--- src/rtl/ftc_pkg.sv ---
package ftc_pkg;

   // accumulator holds a remainder below the period plus one step
   localparam int unsigned ACC_WIDTH    = 33;
   localparam int unsigned PERIOD_WIDTH = 32;

   localparam logic [PERIOD_WIDTH-1:0] PERIOD_RESET = 32'd16000;

   localparam int unsigned SEC_WIDTH  = 6;
   localparam int unsigned MIN_WIDTH  = 6;
   localparam int unsigned HOUR_WIDTH = 5;
   localparam int unsigned DAYS_OUT_WIDTH = 16;

   localparam logic [SEC_WIDTH-1:0]  SEC_LAST  = 6'd59;
   localparam logic [MIN_WIDTH-1:0]  MIN_LAST  = 6'd59;
   localparam logic [HOUR_WIDTH-1:0] HOUR_LAST = 5'd23;

   typedef struct packed {
      logic                  half;
      logic [SEC_WIDTH-1:0]  sec;
      logic [MIN_WIDTH-1:0]  min;
      logic [HOUR_WIDTH-1:0] hour;
   } tod_type;

endpackage

--- src/rtl/fractional_tick_time_of_day_clock.sv ---
// channel | ports                          | direction | word
// --------+--------------------------------+-----------+---------------------------------
// req     | req_valid/req_ready, req_tick  | in        | one timer overflow (or none)
// rsp     | rsp_valid/rsp_ready, rsp_*     | out       | fire flag and time after the step
// csr     | csr_wr_en, csr_wr_data         | in        | period, timer clocks per half-second
//
// one word per cycle sustained while the result is taken: a word is held in the input stage,
// then the accumulator add/compare/subtract and the time cascade update state and load the
// result register as the word leaves it, so rsp_valid rises from the result register.
// reset is synchronous and active high: accumulator and time go to zero, period to 16000.
// a stalled result holds; the input stage still takes a word while the result waits,
// and req_ready drops only when both the input stage and the result register are full.
module fractional_tick_time_of_day_clock
   import ftc_pkg::*;
#(
   parameter int unsigned STEP_CLOCKS = 256,
   parameter int unsigned DAY_WIDTH   = 16
) (
   input  logic                      clock,
   input  logic                      reset,

   input  logic                      req_valid,
   output logic                      req_ready,
   input  logic                      req_tick,

   output logic                      rsp_valid,
   input  logic                      rsp_ready,
   output logic                      rsp_fire,
   output logic                      rsp_half_second,
   output logic [SEC_WIDTH-1:0]      rsp_seconds,
   output logic [MIN_WIDTH-1:0]      rsp_minutes,
   output logic [HOUR_WIDTH-1:0]     rsp_hours,
   output logic [DAYS_OUT_WIDTH-1:0] rsp_days,

   input  logic                      csr_wr_en,
   input  logic [PERIOD_WIDTH-1:0]   csr_wr_data
);

   // step size as seen by the accumulator
   localparam logic [ACC_WIDTH-1:0] STEP_ACC = ACC_WIDTH'(STEP_CLOCKS);

   // period register
   logic [PERIOD_WIDTH-1:0] period_ff;

   // input stage
   logic s1_valid_ff;
   logic s1_tick_ff;

   // accumulator
   logic [ACC_WIDTH-1:0] acc_ff;
   logic [ACC_WIDTH-1:0] acc_in;
   logic [ACC_WIDTH-1:0] acc_sum;
   logic [ACC_WIDTH-1:0] eff_period;
   logic                 fire;

   // result register
   logic                      rsp_valid_ff;
   logic                      rsp_fire_ff;
   tod_type                   rsp_tod_ff;
   logic [DAYS_OUT_WIDTH-1:0] rsp_days_ff;

   // handshake
   logic advance;   // input stage word moves into the result register
   logic req_take;

   tod_type              tod_next;
   logic [DAY_WIDTH-1:0] day_next;

   assign advance   = s1_valid_ff && (!rsp_valid_ff || rsp_ready);
   assign req_ready = !s1_valid_ff || advance;
   assign req_take  = req_valid && req_ready;

   always_ff @(posedge clock) begin
      if (reset) begin
         period_ff <= PERIOD_RESET;
      end else if (csr_wr_en) begin
         period_ff <= csr_wr_data;
      end
   end

   // input stage
   always_ff @(posedge clock) begin
      if (reset) begin
         s1_valid_ff <= 1'b0;
      end else if (req_ready) begin
         s1_valid_ff <= req_valid;
      end
   end

   always_ff @(posedge clock) begin
      if (req_take) begin
         s1_tick_ff <= req_tick;
      end
   end

   // periods below one step are clamped to the step so the remainder stays bounded
   always_comb begin
      if (ACC_WIDTH'(period_ff) < STEP_ACC) begin
         eff_period = STEP_ACC;
      end else begin
         eff_period = ACC_WIDTH'(period_ff);
      end
   end

   // remainder is kept across events, so no error builds up
   assign acc_sum = acc_ff + STEP_ACC;
   assign fire    = s1_tick_ff && (acc_sum >= eff_period);

   always_comb begin
      if (fire) begin
         acc_in = acc_sum - eff_period;
      end else if (s1_tick_ff) begin
         acc_in = acc_sum;
      end else begin
         acc_in = acc_ff;
      end
   end

   always_ff @(posedge clock) begin
      if (reset) begin
         acc_ff <= '0;
      end else if (advance) begin
         acc_ff <= acc_in;
      end
   end

   // half-second / second / minute / hour / day cascade
   ftc_tod_counter #(
      .DAY_WIDTH (DAY_WIDTH)
   ) u_tod (
      .clock    (clock),
      .reset    (reset),
      .update   (advance),
      .advance  (fire),
      .tod_next (tod_next),
      .day_next (day_next)
   );

   // result register
   always_ff @(posedge clock) begin
      if (reset) begin
         rsp_valid_ff <= 1'b0;
      end else if (advance) begin
         rsp_valid_ff <= 1'b1;
      end else if (rsp_ready) begin
         rsp_valid_ff <= 1'b0;
      end
   end

   always_ff @(posedge clock) begin
      if (advance) begin
         rsp_fire_ff <= fire;
         rsp_tod_ff  <= tod_next;
         rsp_days_ff <= DAYS_OUT_WIDTH'({{DAYS_OUT_WIDTH{1'b0}}, day_next});
      end
   end

   assign rsp_valid       = rsp_valid_ff;
   assign rsp_fire        = rsp_fire_ff;
   assign rsp_half_second = rsp_tod_ff.half;
   assign rsp_seconds     = rsp_tod_ff.sec;
   assign rsp_minutes     = rsp_tod_ff.min;
   assign rsp_hours       = rsp_tod_ff.hour;
   assign rsp_days        = rsp_days_ff;

endmodule

--- src/rtl/ftc_tod_counter.sv ---
module ftc_tod_counter
   import ftc_pkg::*;
#(
   parameter int unsigned DAY_WIDTH = 16
) (
   input  logic                 clock,
   input  logic                 reset,
   input  logic                 update,
   input  logic                 advance,
   output tod_type              tod_next,
   output logic [DAY_WIDTH-1:0] day_next
);

   tod_type              tod_ff;
   tod_type              tod_in;
   logic [DAY_WIDTH-1:0] day_ff;
   logic [DAY_WIDTH-1:0] day_in;

   logic half_wrap;
   logic sec_wrap;
   logic min_wrap;
   logic hour_wrap;

   // carry chain of the cascade
   assign half_wrap = advance && tod_ff.half;
   assign sec_wrap  = half_wrap && (tod_ff.sec == SEC_LAST);
   assign min_wrap  = sec_wrap && (tod_ff.min == MIN_LAST);
   assign hour_wrap = min_wrap && (tod_ff.hour == HOUR_LAST);

   always_comb begin
      tod_in = tod_ff;
      day_in = day_ff;
      if (advance) begin
         tod_in.half = ~tod_ff.half;
      end
      if (half_wrap) begin
         tod_in.sec = sec_wrap ? '0 : tod_ff.sec + SEC_WIDTH'(1);
      end
      if (sec_wrap) begin
         tod_in.min = min_wrap ? '0 : tod_ff.min + MIN_WIDTH'(1);
      end
      if (min_wrap) begin
         tod_in.hour = hour_wrap ? '0 : tod_ff.hour + HOUR_WIDTH'(1);
      end
      if (hour_wrap) begin
         day_in = day_ff + DAY_WIDTH'(1);
      end
   end

   always_ff @(posedge clock) begin
      if (reset) begin
         tod_ff <= '0;
         day_ff <= '0;
      end else if (update) begin
         tod_ff <= tod_in;
         day_ff <= day_in;
      end
   end

   assign tod_next = tod_in;
   assign day_next = day_in;

endmodule
--- config.mk ---
export PLATFORM = sky130hd
export DESIGN_NAME = fractional_tick_time_of_day_clock
export DESIGN_NICKNAME = d
export VERILOG_FILES = /design/src/rtl/ftc_pkg.sv /design/src/rtl/fractional_tick_time_of_day_clock.sv /design/src/rtl/ftc_tod_counter.sv
export SDC_FILE = /design/constraint.sdc
export NUM_CORES = 1
export LEC_CHECK = 0
export BUFFER_PORTS_ARGS = -buffer_cell sky130_fd_sc_hd__buf_2
export CAP_MARGIN = 5
export CELL_PAD_IN_SITES_DETAIL_PLACEMENT = 1
export CELL_PAD_IN_SITES_GLOBAL_PLACEMENT = 1
export CORE_MARGIN = 4
export CORE_UTILIZATION = 51
export CTS_BUF_LIST = sky130_fd_sc_hd__clkbuf_2
export CTS_CLUSTER_DIAMETER = 120
export DETAILED_ROUTE_END_ITERATION = 12
export MAX_ROUTING_LAYER = met4
export PLACE_DENSITY_LB_ADDON = 0.1
export REMOVE_ABC_BUFFERS = 1
export SYNTH_ARGS = -nofsm -noshare
export SYNTH_HDL_FRONTEND = slang
export SYNTH_SLANG_ARGS = --single-unit
--- constraint.sdc ---
create_clock -name clock -period 9.3 [get_ports clock]
set_clock_uncertainty 0.15 [all_clocks]
set_input_delay 1.86 -clock clock [delete_from_list [all_inputs] [get_ports clock]]
set_output_delay 1.86 -clock clock [all_outputs]
set_load 0.03 [all_outputs]
## After elaboration in Yosys (flattened, before gate mapping)

Cells that the tools add are included.
W data, S select, Z words.

- $add $sub $neg: 6
- $mul: 0
- Divide/modulo/power cells: 0
- Magnitude comparators: 2
- Equal/unequal tests: 3
- Shifts and indexed selects: 0
- Muxes and demuxes: 13
- Bitwise logic cells: 1
- Reduce and logical (&&, ||, !) cells: 14

Operators with widths:

| kind | number |
|---|---|
| $mux W33 | 2 |
| $add A33 B9 Y33 const B | 1 |
| $ge A33 B33 Y1 | 1 |
| $sub A33 B33 Y33 | 1 |
| $lt A32 B9 Y1 const B | 1 |
| $mux W32 | 1 |
| $mux W6 | 4 |
| $add A16 B1 Y16 const B | 1 |
| $mux W16 | 1 |
| $add A6 B1 Y6 const B | 2 |
| $eq A6 B6 Y1 const B | 2 |
| $mux W5 | 2 |
| $logic_and A1 B1 Y1 | 7 |
| $add A5 B1 Y5 const B | 1 |
| $eq A5 B5 Y1 const B | 1 |
| $reduce_bool A2 Y1 | 2 |
| $mux W1 | 3 |
| $logic_not A1 Y1 | 2 |
| $logic_or A1 B1 Y1 | 2 |
| $reduce_and A2 Y1 | 1 |
| $not A1 Y1 | 1 |

- Register bits: 137
- Bits in latches: 0
- Memory bits (writable): 0
- Memory bits (read-only): 0
- Output and inout port bits: 37
- Memories: 0

## Longest topological paths before layout

- Word-level depth: 10
- Mapped depth: 27

## Hierarchy

From an unflattened synthesis, not the netlist that was laid out.

- Cells, all modules: 995
- Area, all modules: 8,451.9 um^2

By module, submodules not included:

| module | instances | cells each | area each (um^2) | sequential area each (um^2) |
|---|---|---|---|---|
| fractional_tick_time_of_day_clock | 1 | 716 | 6,232.2 | 2,422.3 |
| ftc_tod_counter | 1 | 279 | 2,219.6 | 680.7 |

## Least setup slack after synthesis

Ideal clock, no wire load.

- Path type: register -> register
- Start point: register acc_ff[10]
- End point: register rsp_days_ff[14] (netlist: rsp_days[14]) (data pin)
- Library setup time: 0.259 ns
- Arrival time: 4.741 ns
- Required time: 8.891 ns
- Slack: 4.149 ns
- Stages on the path, launching flop included: 26
- Buffers on the path: 2
- Path through: dfxtp_1 and3_1 nand2_1 nor3_1 nand3_1 xnor2_1 ha_1 nand2_1 nor3_1 nand3_1 nor4_1 o21bai_1 nand3_2 o21ai_2 inv_2 buf_4 ha_1 and3_4 nand4_4 nor4_4 and4_1 buf_6 nand2_4 nor2_4 nand3_1 xnor2_1

- Longest elaborated chain between the ends: 8

Ends and longest elaborated chain:

| element | line | source |
|---|---|---|
| start, declared | fractional_tick_time_of_day_clock.sv:50 | `logic [ACC_WIDTH-1:0] acc_ff;` |
| start signal, assigned | fractional_tick_time_of_day_clock.sv:123 | `acc_ff <= acc_in;` |
| $add A33 B9 Y33 | fractional_tick_time_of_day_clock.sv:106 | `assign acc_sum = acc_ff + STEP_ACC;` |
| $ge A33 B33 Y1 | fractional_tick_time_of_day_clock.sv:107 | `assign fire = s1_tick_ff && (acc_sum >= eff_period);` |
| $logic_and A1 B1 Y1 | fractional_tick_time_of_day_clock.sv:107 |  |
| via fire | fractional_tick_time_of_day_clock.sv:54 | `logic fire;` |
| $logic_and A1 B1 Y1 | ftc_tod_counter.sv:25 | `assign half_wrap = advance && tod_ff.half;` |
| $logic_and A1 B1 Y1 | ftc_tod_counter.sv:26 | `assign sec_wrap = half_wrap && (tod_ff.sec == SEC_LAST);` |
| $logic_and A1 B1 Y1 | ftc_tod_counter.sv:27 | `assign min_wrap = sec_wrap && (tod_ff.min == MIN_LAST);` |
| $logic_and A1 B1 Y1 | ftc_tod_counter.sv:28 | `assign hour_wrap = min_wrap && (tod_ff.hour == HOUR_LAST);` |
| $mux W16 | ftc_tod_counter.sv:45 | `if (hour_wrap) begin` |
| via day_next[14] | fractional_tick_time_of_day_clock.sv:67 | `logic [DAY_WIDTH-1:0] day_next;` |
| end signal, assigned | fractional_tick_time_of_day_clock.sv:154 | `rsp_days_ff <= DAYS_OUT_WIDTH'({{DAYS_OUT_WIDTH{1'b0}}, day_next});` |
| end, declared | fractional_tick_time_of_day_clock.sv:60 | `logic [DAYS_OUT_WIDTH-1:0] rsp_days_ff;` |

The timed path passes the listed nets, and every way through them passes these cells.
A chain may end at the register's enable or synchronous reset.

## Worst setup path in the final report

- Start point: register acc_ff[10]
- End point: register u_tod.day_ff[15]

- Longest elaborated chain between the ends: 8

Ends and longest elaborated chain:

| element | line | source |
|---|---|---|
| $add A33 B9 Y33 | fractional_tick_time_of_day_clock.sv:106 |  |
| $ge A33 B33 Y1 | fractional_tick_time_of_day_clock.sv:107 |  |
| $logic_and A1 B1 Y1 | fractional_tick_time_of_day_clock.sv:107 |  |
| $logic_and A1 B1 Y1 | ftc_tod_counter.sv:25 |  |
| $logic_and A1 B1 Y1 | ftc_tod_counter.sv:26 |  |
| $logic_and A1 B1 Y1 | ftc_tod_counter.sv:27 |  |
| $logic_and A1 B1 Y1 | ftc_tod_counter.sv:28 |  |
| $mux W16 | ftc_tod_counter.sv:45 |  |
| end signal, assigned | ftc_tod_counter.sv:56 | `day_ff <= day_in;` |
| end, declared | ftc_tod_counter.sv:16 | `logic [DAY_WIDTH-1:0] day_ff;` |

No other way between the ends.

==> impl_metrics.ini <==
[outcome]
status = finished, final reports clean

[hold_path]
min_to = u_tod.tod_ff[17]
holdCritStartpoint = u_tod.tod_ff[17]
hp-class = reg2reg
holdPathStages = 2

[worst_setup_path]
timing.rr.start = acc_ff[10]
cp-startpoint = acc_ff[10]
reg2reg_to = u_tod.day_ff[15]
critPathLaunchType = register
arrival_ns = 7.33
rrSetupSlack_ns = 2.47
slowest_delay_ns = 0.79
ff2ff_path_depth = 23
required_ns = 9.80
cp_cell_sequence = and3_1 -> nand2_1 -> nor3_1 -> nand3_1 -> xnor2_1 -> ha_1 -> nand2_1 -> nor3_1 -> nand3_1 -> nor4_1 -> o21bai_1 -> nand3_2 -> o21ai_2 -> inv_2 -> ha_1 -> and3_4 -> nand4_4 -> nor4_4 -> nand4_2 -> nor2_1 -> nand4_1 -> xor2_1 -> nor2_1
cp_max_fo = 21
worstSetupPathType = reg2reg
cp_slowest_cell = nor3_1
cp-end-kind = register

[die]
io_pins = 75
initial_core_util_pct = 52.5
core_area_um2 = 15300
die-area_um2 = 17800
die_x_um = 134
die_h_um = 134
rows = 45

[finish]
syn_to_final_growth_pct = 9.71
final_common_cell = nand2_1
layout.nets = 1066
fillers = 1912
seq_area_um2 = 3100
drive_above_1_share_pct = 13.9
multi_input_area_um2 = 4590
final_cell_mix = nand2_1 (120), dfxtp_1 (101), nor2_1 (97)
fin_util_pct = 57.6

[synthesis]
synth_warnings = 0
yosysSeqAreaShare_pct = 38.6
synth_enable_flop_cells = 36
netlist_area_um2 = 8040
synth_ff_type = dfxtp_1
synth_seq_cells = 137
ys_async_sr_fraction_pct = 0
netlist_instances = 926
avgSynthCellArea_um2 = 8.68
synth_cell_types = 72

[global_routing]
antenna_found_initial = 1
grt_pass1_wl_um = 35300
grt_use_total_pct = 25.2
grt_pass1_vias = 6958
grt_overflow = 0
grt_max_degree = 63

[pwr]
totalPowerFinal_mw = 1.40
vdd_drop_max_v = 0.0000922
p_leak_nw = 3.58
power_density_nw_per_um2 = 159

[timing]
whs_ns = 0.359
slew_violations = 0
timing.final.crit_share_pct = 73.5
rsz0062_at_grt = false
maxSlewHeadroom_pct = 28.5
period_needed_ns = 6.83
fin_setup_tns_ns = 0
final_hold_viol_count = 0
setup-violations-final = 0
fmax_mhz = 146
tightestPinTransition_ns = 1.07

[route]
drc = 0
wl_per_cell_um = 17.6
totalWireLength_um = 21400
avgViaCountPerCell = 5.66
vias = 6875
ant_nets = 0
drt-pass1-iter-count = 5
drt_iter0_drc = 336

[clock_network]
path_clk_slew_ns = 0.24
clockRootBuffer = clkbuf_2
clk_path_buf_depth = 2
cts_setup_buffers = 0
htree_levels = 4
cts-buffers-inserted = 17
cts_hold_buffers = 0
cts_tree = built
clock-sinks = 137
clock_latency_ns = 0.75
cts-resized-gates = 0

[place]
port_buffers = 74
dp_hpwl_um = 15700
gp_congestion = 0.897

[job]
cap_violations = 0
==> power breakdown <==
group / internal [mW] / switching [mW]
combinational: 0.114 / 0.195
clock: 0.186 / 0.251
sequential: 0.639 / 0.0187
==> kinds of logic (layout without fill, tap and decap cells) <==
group / after synthesis / after routing / synth area share, %
simple gates: 350 / 350 / 20.8
compound gates: 190 / 190 / 14.8
flops: 137 / 137 / 38.6
xor+xnor: 84 / 84 / 9.15
buf+inv: 76 / 152 / 4.28
mux: 50 / 50 / 6.26
fa+ha+maj: 39 / 39 / 6.16
other cells: 0 / 1 / 0
==> how the worst max path moves through the flow <==
stage                       endpoint  slack, ns  cells past startpoint
finish              u_tod.day_ff[15]       2.47                     23
detailed placement  u_tod.day_ff[15]       2.56                     23
floorplan               rsp_days[14]       3.98                     23
global route        u_tod.day_ff[15]       1.89                     23
global placement        rsp_days[15]       2.85                     22
CTS                 u_tod.day_ff[15]       2.50                     23
==> per-stage QoR <==
step / cell area (um^2) / std cells / setup slack [ns]
after floorplan: 7850 / 892 / 3.98
after global placement: 8520 / 1181 / 2.85
after detailed placement: 8520 / 1181 / 2.56
after CTS: 8820 / 1213 / 2.50
after global routing: 8820 / 1214 / 1.89
final: 8820 / 1214 / 2.47
==> synth_stat cells, types with 12 or more instances <==
master,count,area share (%)
xor2_1,34,3.7
nor2_1,98,4.6
a21o_1,16,1.5
ha_1,38,5.9
clkbuf_1,19,0.89
a21oi_1,61,3.8
o21ai_0,47,2.9
nor3_1,20,1.2
a31oi_1,12,0.93
edfxtp_1,36,13
nand3_1,33,2.1
xnor2_1,50,5.4
nand2_1,120,5.6
mux2i_1,48,6.0
nand4_1,16,1.2
dfxtp_1,101,25
inv_1,41,1.9
==> per-layer routing <==
layer	track usage [%]	vias up	wire, um
li1	-	3393	-
met1	31.1	3348	9760
met2	42.5	110	10500
met3	4.87	24	730
met4	6.80	0	367
met5	-	-	0
==> final cells by class <==
| cell class | count | area share [%] |
|---|---|---|
| Clock buffer | 18 | 1.02 |
| Multi-Input combinational cell | 713 | 52.1 |
| Clock inverter | 14 | 2.35 |
| Inverter | 42 | 1.79 |
| Antenna cell | 1 | 0.0284 |
| Timing Repair Buffer | 78 | 4.54 |
| Sequential cell | 137 | 35.2 |
| Tap cell | 211 | 2.99 |
==> critical path: cells and delay by family, from the launching register on <==
family                     cells  cell delay, ns
AOI/OAI and AO/OA              2            0.26
xor gates and xnor gates       2            0.37
adders and majority gates      2            0.74
buffers and inverters          1            0.46
and+or+nand+nor               16            4.22
DFF                            1            0.49
==> registers in the layout (all words and copies together) (netlist names) <==
| name | cells |
|---|---|
| rsp_fire | 1 |
| period_ff | 32 |
| rsp_hours | 5 |
| acc_ff | 33 |
| u_tod.tod_ff | 18 |
| rsp_valid | 1 |
| rsp_minutes | 6 |
| s1_tick_ff | 1 |
| u_tod.day_ff | 16 |
| rsp_seconds | 6 |
| rsp_days | 16 |
| rsp_half_second | 1 |
| s1_valid_ff | 1 |
(Power assumes the default switching activity.)
